==> src/rtl/event_log_ring_with_coalescing_defines.svh <==
// Assertion macros shared by the event log ring modules.
// Both macros sample on clk and are disabled while rst is high.
`ifndef EVENT_LOG_RING_WITH_COALESCING_DEFINES_SVH
`define EVENT_LOG_RING_WITH_COALESCING_DEFINES_SVH

`ifndef NO_ASSERTIONS

// Same-cycle implication.
`define ELRC_ASSERT_IMP(label, ante, cons) \
  label: assert property (@(posedge clk) disable iff (rst) (ante) |-> (cons)) \
    else $error("event log ring: assertion failed");

// Next-cycle implication.
`define ELRC_ASSERT_NXT(label, ante, cons) \
  label: assert property (@(posedge clk) disable iff (rst) (ante) |=> (cons)) \
    else $error("event log ring: assertion failed");

`else

`define ELRC_ASSERT_IMP(label, ante, cons)
`define ELRC_ASSERT_NXT(label, ante, cons)

`endif

`endif

==> src/rtl/elrc_pkg.sv <==
package elrc_pkg;

  // Default ring depth.
  localparam int DEFAULT_LOG_DEPTH = 256;

  // Operation codes.
  localparam logic [1:0] OP_LOG   = 2'd0;
  localparam logic [1:0] OP_READ  = 2'd1;
  localparam logic [1:0] OP_CLEAR = 2'd2;

  // Action codes with special meaning.
  localparam logic [7:0] ACT_INIT     = 8'd1;
  localparam logic [7:0] ACT_SW       = 8'd4;
  localparam logic [7:0] ACT_SW_MULT  = 8'd5;
  localparam logic [7:0] ACT_LOG      = 8'd9;
  localparam logic [7:0] ACT_LOG_MULT = 8'd10;

  // Commands from the controller to the datapath.
  typedef struct packed {
    logic accept;     // input beat taken this cycle
    logic load_read;  // registered memory data is ready for the result
  } cmd_t;

  // Status from the datapath to the controller.
  typedef struct packed {
    logic is_read;    // the offered beat is a read
  } status_t;

endpackage

==> src/rtl/elrc_ctrl.sv <==
`include "event_log_ring_with_coalescing_defines.svh"

module elrc_ctrl (
  input  logic             clk,
  input  logic             rst,
  input  logic             in_valid,
  output logic             in_ready,
  output logic             out_valid,
  input  logic             out_ready,
  input  elrc_pkg::status_t status,
  output elrc_pkg::cmd_t    cmd
);

  localparam logic S_IDLE    = 1'b0;
  localparam logic S_RD_WAIT = 1'b1;

  logic state;
  logic state_next;
  logic out_valid_next;
  logic accept;

  // A beat is taken when idle and the result register is free or draining.
  assign in_ready = (state == S_IDLE) && (!out_valid || out_ready);
  assign accept   = in_valid && in_ready;

  assign cmd.accept    = accept;
  assign cmd.load_read = (state == S_RD_WAIT);

  // Next state and result valid.
  always_comb begin
    state_next     = state;
    out_valid_next = out_valid && !out_ready;
    case (state)
      S_IDLE: begin
        if (accept) begin
          if (status.is_read) begin
            state_next = S_RD_WAIT;
          end else begin
            out_valid_next = 1'b1;
          end
        end
      end
      S_RD_WAIT: begin
        state_next     = S_IDLE;
        out_valid_next = 1'b1;
      end
      default: begin
        state_next = S_IDLE;
      end
    endcase
  end

  always_ff @(posedge clk) begin
    if (rst) begin
      state     <= S_IDLE;
      out_valid <= 1'b0;
    end else begin
      state     <= state_next;
      out_valid <= out_valid_next;
    end
  end

  // A read waits in S_RD_WAIT for the memory with the result register empty.
  `ELRC_ASSERT_NXT(a_read_waits, accept && status.is_read, state == S_RD_WAIT && !out_valid)
  // The read result appears right after the wait.
  `ELRC_ASSERT_NXT(a_read_done, state == S_RD_WAIT, out_valid && state == S_IDLE)
  // Other beats produce a result on the next cycle.
  `ELRC_ASSERT_NXT(a_other_done, accept && !status.is_read, out_valid)

endmodule

==> config.mk <==
export PLATFORM = sky130hd
export DESIGN_NAME = elrc_ctrl
export DESIGN_NICKNAME = d
export VERILOG_FILES = /design/src/rtl/elrc_pkg.sv /design/src/rtl/elrc_ctrl.sv
export VERILOG_INCLUDE_DIRS = /design/src /design/src/rtl
export SDC_FILE = /design/constraint.sdc
export NUM_CORES = 1
export LEC_CHECK = 0
export ABC_AREA = 0
export BUFFER_PORTS_ARGS = -buffer_cell sky130_fd_sc_hd__buf_4
export CAP_MARGIN = 20
export CORE_AREA = 3 3 40 42
export CTS_CLUSTER_DIAMETER = 50
export CTS_CLUSTER_SIZE = 14
export DETAILED_ROUTE_END_ITERATION = 8
export DIE_AREA = 0 0 43 45
export PLACE_DENSITY = 0.38
export SETUP_SLACK_MARGIN = 0.15
export SYNTH_ARGS = -nofsm -noshare
export SYNTH_HDL_FRONTEND = slang
export SYNTH_SLANG_ARGS = --single-unit
==> constraint.sdc <==
create_clock -name clk -period 0.8 [get_ports clk]
set_input_delay 0.08 -clock clk [delete_from_list [all_inputs] [get_ports clk]]
set_output_delay 0.08 -clock clk [all_outputs]
set_load 0.05 [all_outputs]
==> impl_metrics.toml, run 1 <==
[sta]
slew_headroom_pct = 88.8
fin_worst_skew_ns = 0.00647
period_needed_ns = 1.14
rsz0062_at_grt = "yes"
drv_slew = 0
setup_violations = 6
finalHoldViolCount = 0
max_freq_mhz = 876
fin_crit_sh_pct = 143
tightest_slew_ns = 0.168
fin_ws_ns = -0.342

[power_and_ir_drop]
vdd_ir_drop_max_mv = 0.701
powerDensity_nw_per_um2 = 1650
p_leak_nw = 0.143
finalPower_uw = 513

[clock_tree]
cts_root_buffer = "clkbuf_4"
clk_pin_slew_ns = 0.03
htree_num_levels = 1
insertion_delay_ns = 0.23
tritoncts.num_buffers = 3
cts_tree = "yes"
postCtsHoldBufs = 0
clk_path_buf_depth = 2
cts_num_sinks = 2

[floorplanning]
core_area_sq_um = 1280
ios = 9
die_h_microns = 45
die_w_microns = 43
die_area_sq_um = 1940
start_util_pct = 9.35
rows = 13

[grt]
antenna_found_initial = 0
grt_max_degree = 6
grtUsageTotal_pct = 4.73
grt_first_pass_wirelength_microns = 586
grt_pass1_vias = 153
gr-total-overflow = 0

[detailed_routing]
wirelength_microns = 330
drc = 0
dr_total_vias = 138
drtIter0Drc = 0
routed_via_density = 3.21
dr.pass1.iters = 1
wl_per_cell_microns = 7.67
route.antenna.remaining_nets = 0

[layout]
final.fill_count = 134
drive_above_1_share_pct = 82.1
areaGrowthSynthToFinish_pct = 158
multi_input_area_sq_um = 82.6
seq_area_sq_um = 47.5
fin_nets = 34
utilization_pct = 24.1
diodes = 0

[logic_synthesis]
yosysTopAreaCell = "dfxtp_1"
yosysSeqAreaShare_pct = 33.3
syn_area_sq_um = 120
ys_warn_count = 0
syn_nets = 17
synthDistinctLibCells = 10
synth_area_per_cell_sq_um = 10.0
synth_top_area_share_pct = 33.3
ys_ff_latch = 2
syn_inst = 12
synth_area_leaders = "dfxtp_1 33%, buf_4 13%, nor4b_2 13%"

[setup_path]
critPathMaxFanout = 3
path_class = "flip-flop to primary output"
critPathLaunch = "out_valid$_SDFF_PP0_"
endpoint_kind = "primary output"
slowest_delay_ns = 0.33
cp.arrival_ns = 1.06
r2r_start = "out_valid$_SDFF_PP0_"
worst_path_max_delay_cell = "dfxtp_4"
startpoint_type = "flip-flop"
crit_chain = "nor2b_4, buf_4, nor2_4, buf_6"
required_ns = 0.72

[run_status]
outcome = "finished, violations left"
violations = "setup timing"

[placement]
io_buffers = 8
place_congestion = 0.688

[min_path]
min_path_type = "input port to flip-flop"
worstHoldStart = "rst"

[flow_run]
cap_violations = 0
==> logic make-up after synthesis <==
kind of cell,after synthesis,synth area share (%)
AND/OR/NAND/NOR,6,43.7
buffers and inverters,3,15.6
flip-flops,2,33.3
AO/OA/AOI/OAI,1,7.29
==> power by group <==
group	switching, mW	internal, mW
Combinational	0.0812	0.0778
Sequential	0.00482	0.104
Clock	0.0605	0.185
Total	0.146	0.367
==> metrics by stage <==
| step | setup TNS (ns) | hold WS, ns | area [sq um] | setup slack (ns) | cells |
|---|---|---|---|---|---|
| 2_1_floorplan | -0.355 | 0.221 | 145 | -0.161 | 12 |
| 3_3_place_gp | -0.180 | 0.317 | 209 | -0.0950 | 34 |
| 3_5_place_dp | -0.225 | 0.326 | 209 | -0.123 | 34 |
| 4_1_cts | -1.11 | 0.0804 | 264 | -0.351 | 40 |
| 5_1_grt | -1.55 | 0.100 | 310 | -0.382 | 43 |
| 6_report | -1.34 | 0.0864 | 310 | -0.342 | 43 |
==> state kept, by name (all words and copies together) (netlist names) <==
name       count
out_valid      1
state          1
==> layout by cell type (no fill, tap or decap), drive strengths merged <==
cell type / Yosys / layout
buf: 2 / 14
clkbuf: 0 / 4
dfxtp: 2 / 2
nor2b: 2 / 2
nor2: 1 / 1
nor3b: 1 / 1
nand2b: 1 / 1
nor4b: 1 / 1
inv: 1 / 1
o31a: 1 / 1
==> Yosys cell counts (all sizes together) <==
cell    n
nor2    1
inv     1
dfxtp   2
nor2b   2
nor4b   1
buf     2
o31a    1
nand2b  1
nor3b   1
==> area by class of cell <==
cell class	count	area share [%]
clock buffer	4	8.47
multi-input combinational	7	26.6
sequential	2	15.3
inverter	1	1.21
timing repair buffer	14	42.3
tap	15	6.05
==> critical path: cells and delay by family, from the launching register on <==
kind                   cells  cell delay, ns
buffers and inverters      2            0.28
flip-flops                 1            0.33
AND/OR/NAND/NOR            2            0.22
==> repair_timing <==
action | CTS | global route
endpoints found under the setup margin | 6 | 6
cloned | 0 | 0
pin swaps | 0 | 2
buffers inserted | 2 | 3
gates resized for setup | 4 | 5
hold endpoints to repair | 0 | 0
==> final timing paths <==
path	slack (ns)	to	cells after the start
setup / recovery	-0.34	in_ready	4
hold / removal	0.09	out_valid$_SDFF_PP0_	3
setup reg to reg	-0.32	state$_SDFF_PP0_	5
hold reg to reg	0.51	out_valid$_SDFF_PP0_	1
==> layer usage <==
layer  part of all wire [%]  up-vias  global-route usage (%)
met5                      0        -                       0
met4                    4.2        0                    9.04
met3                     13        2                    1.59
met2                     31       11                    4.79
met1                     52       56                    5.26
li1                       -       69                       -
(Power assumes the default switching activity.)
==> run 2, diff against run 1 <==
--- a/config.mk
+++ b/config.mk
@@ -8,13 +8,12 @@
 export LEC_CHECK = 0
 export ABC_AREA = 0
 export BUFFER_PORTS_ARGS = -buffer_cell sky130_fd_sc_hd__buf_4
-export CAP_MARGIN = 20
 export CORE_AREA = 3 3 40 42
 export CTS_CLUSTER_DIAMETER = 50
 export CTS_CLUSTER_SIZE = 14
 export DETAILED_ROUTE_END_ITERATION = 8
 export DIE_AREA = 0 0 43 45
-export PLACE_DENSITY = 0.38
+export PLACE_DENSITY = 0.37
 export SETUP_SLACK_MARGIN = 0.15
 export SYNTH_ARGS = -nofsm -noshare
 export SYNTH_HDL_FRONTEND = slang
==> constraint.sdc (replaced) <==
create_clock -name clk -period 1.1 [get_ports clk]
set_input_delay 0.11 -clock clk [delete_from_list [all_inputs] [get_ports clk]]
set_output_delay 0.11 -clock clk [all_outputs]
set_load 0.05 [all_outputs]
==> run 2 against run 1 <==
Wire length up 9.1%. Final cell count down 12%. Setup slack better by 0.29 ns. Global-route usage up 0.84 points. Die area unchanged. Combinational power down 41%. Register-to-register slack better by 0.49 ns. The flow still finishes with violations (setup timing). Hold slack better by 0.034 ns. Flip-flop and latch count unchanged. Core utilization down 5.4 points. Via count down 12%.
==> impl_metrics.toml, run 2 (same netlist as run 1, synthesis figures left out) <==
[run_status]
outcome = "finished, violations left"
violations = "setup timing"

[setup_path]
endpoint_kind = "primary output"
path_class = "flip-flop to primary output"
critPathMaxFanout = 3
startpoint_type = "flip-flop"
cp.arrival_ns = 1.04
required_ns = 0.99

[power_and_ir_drop]
combinationalPowerShare_pct = 26.1
vdd_ir_drop_max_mv = 0.199
swShare_pct = 29.3
p_sw_uw = 104
internal_power_uw = 252
seq_power_share_pct = 22.9
p_clk_share_pct = 51.0
powerDensity_nw_per_um2 = 1480
p_leak_nw = 0.106

[grt]
grt_first_pass_wirelength_microns = 669
grtUsageTotal_pct = 5.57
grt_max_degree = 6
grt_pass1_vias = 160
antenna_found_initial = 0
gr-total-overflow = 0

[clock_tree]
htree_num_levels = 1
clk_pin_slew_ns = 0.03
postCtsHoldBufs = 0
clk_path_buf_depth = 2
insertion_delay_ns = 0.23
cts_num_sinks = 2
cts_tree = "yes"
cts_root_buffer = "clkbuf_4"
tritoncts.num_buffers = 3

[sta]
fin_crit_sh_pct = 105
setup_violations = 1
rsz0062_at_grt = "yes"
holdWs_ns = 0.120
finalHoldViolCount = 0
slew_headroom_pct = 87.8
fin_worst_skew_ns = 0.00704
drv_slew = 0
max_freq_mhz = 868
fin_ws_ns = -0.0525
tightest_slew_ns = 0.182
period_needed_ns = 1.15

[placement]
place_congestion = 0.568
io_buffers = 8
dp.cells = 33
place_hpwl_microns = 242
place_area_sq_um = 190

[layout]
final.fill_count = 145
areaGrowthSynthToFinish_pct = 101
drive_above_1_share_pct = 78.3
final_cells = 38
final_common_cell = "buf_4"
fin_nets = 29
fin_area_sq_um = 241
top_regs = "out_valid x1, state x1"
diodes = 0
final_cell_mix = "6 x buf_4, 3 x clkbuf_4, 3 x buf_6"

[floorplanning]
die_area_sq_um = 1940
core_area_sq_um = 1280
start_util_pct = 9.35
rows = 13
die_h_microns = 45
ios = 9
die_w_microns = 43

[detailed_routing]
wl_per_cell_microns = 9.47
route.antenna.remaining_nets = 0
drc = 0
dr_total_vias = 122
dr.pass1.iters = 1
wirelength_microns = 360
drtIter0Drc = 0
routed_via_density = 3.21

[flow_run]
cap_violations = 0

[min_path]
min_path_type = "input port to flip-flop"
[run 2: layout make-up]
class                           instances  area (sq um)  area share (%)
Sequential cell                         2          45.0            18.7
Timing Repair Buffer                    9          78.8            32.6
Tap cell                               15          18.8            7.77
Multi-Input combinational cell          7          68.8            28.5
Inverter                                1          3.75            1.55
Clock buffer                            4          26.3            10.9
[run 2: per-layer routing]
layer | wire, microns | global-route usage, % | vias up
met2 | 123 | 5.99 | 9
met5 | 0 | 0 | -
met1 | 160 | 5.52 | 53
li1 | - | - | 60
met3 | 76 | 4.78 | 0
met4 | 0 | 7.23 | 0
[run 2: stage by stage]
| stage | worst slack (ns) | power, mW | utilization [%] | setup TNS, ns |
|---|---|---|---|---|
| 2_1_floorplan | 0.0404 | 0.140 | - | 0 |
| 3_3_place_gp | 0.145 | 0.165 | 14.8 | 0 |
| 3_5_place_dp | 0.145 | 0.165 | 14.8 | 0 |
| 4_1_cts | -0.0567 | 0.370 | 18.8 | -0.0567 |
| 5_1_grt | -0.130 | 0.379 | 18.8 | -0.170 |
| 6_report | -0.0525 | 0.357 | 18.8 | -0.0525 |
[run 2: worst paths after layout]
check | start | to | cells after the start | slack (ns)
max | out_valid$_SDFF_PP0_ | cmd[1] | 3 | -0.05
min | rst | out_valid$_SDFF_PP0_ | 3 | 0.12
max reg2reg | out_valid$_SDFF_PP0_ | out_valid$_SDFF_PP0_ | 3 | 0.17
min reg2reg | state$_SDFF_PP0_ | state$_SDFF_PP0_ | 1 | 0.50
[run 2: worst max-delay path, stage by stage, from the launching register on]
cell and delay, ns:
dfxtp_4 0.33, nor2b_4 0.13, nor3b_2 0.17, buf_6 0.18
[run 2: power by group through the flow]
stage	Combinational (mW)	Sequential, mW	Clock [mW]
2_1_floorplan	0.0497	0.0905	0
3_3_place_gp	0.0832	0.0814	0
3_5_place_dp	0.0833	0.0819	0
4_1_cts	0.0928	0.0816	0.196
5_1_grt	0.0980	0.0828	0.198
6_report	0.0931	0.0818	0.182
[run 2: repair_timing]
| item | 4_1_cts | 5_1_grt |
|---|---|---|
| pin swaps | 1 | 2 |
| gates resized for setup | 5 | 0 |
| endpoints found under the setup margin | 3 | 4 |
| cloned | 0 | 0 |
| setup buffers | 1 | 0 |
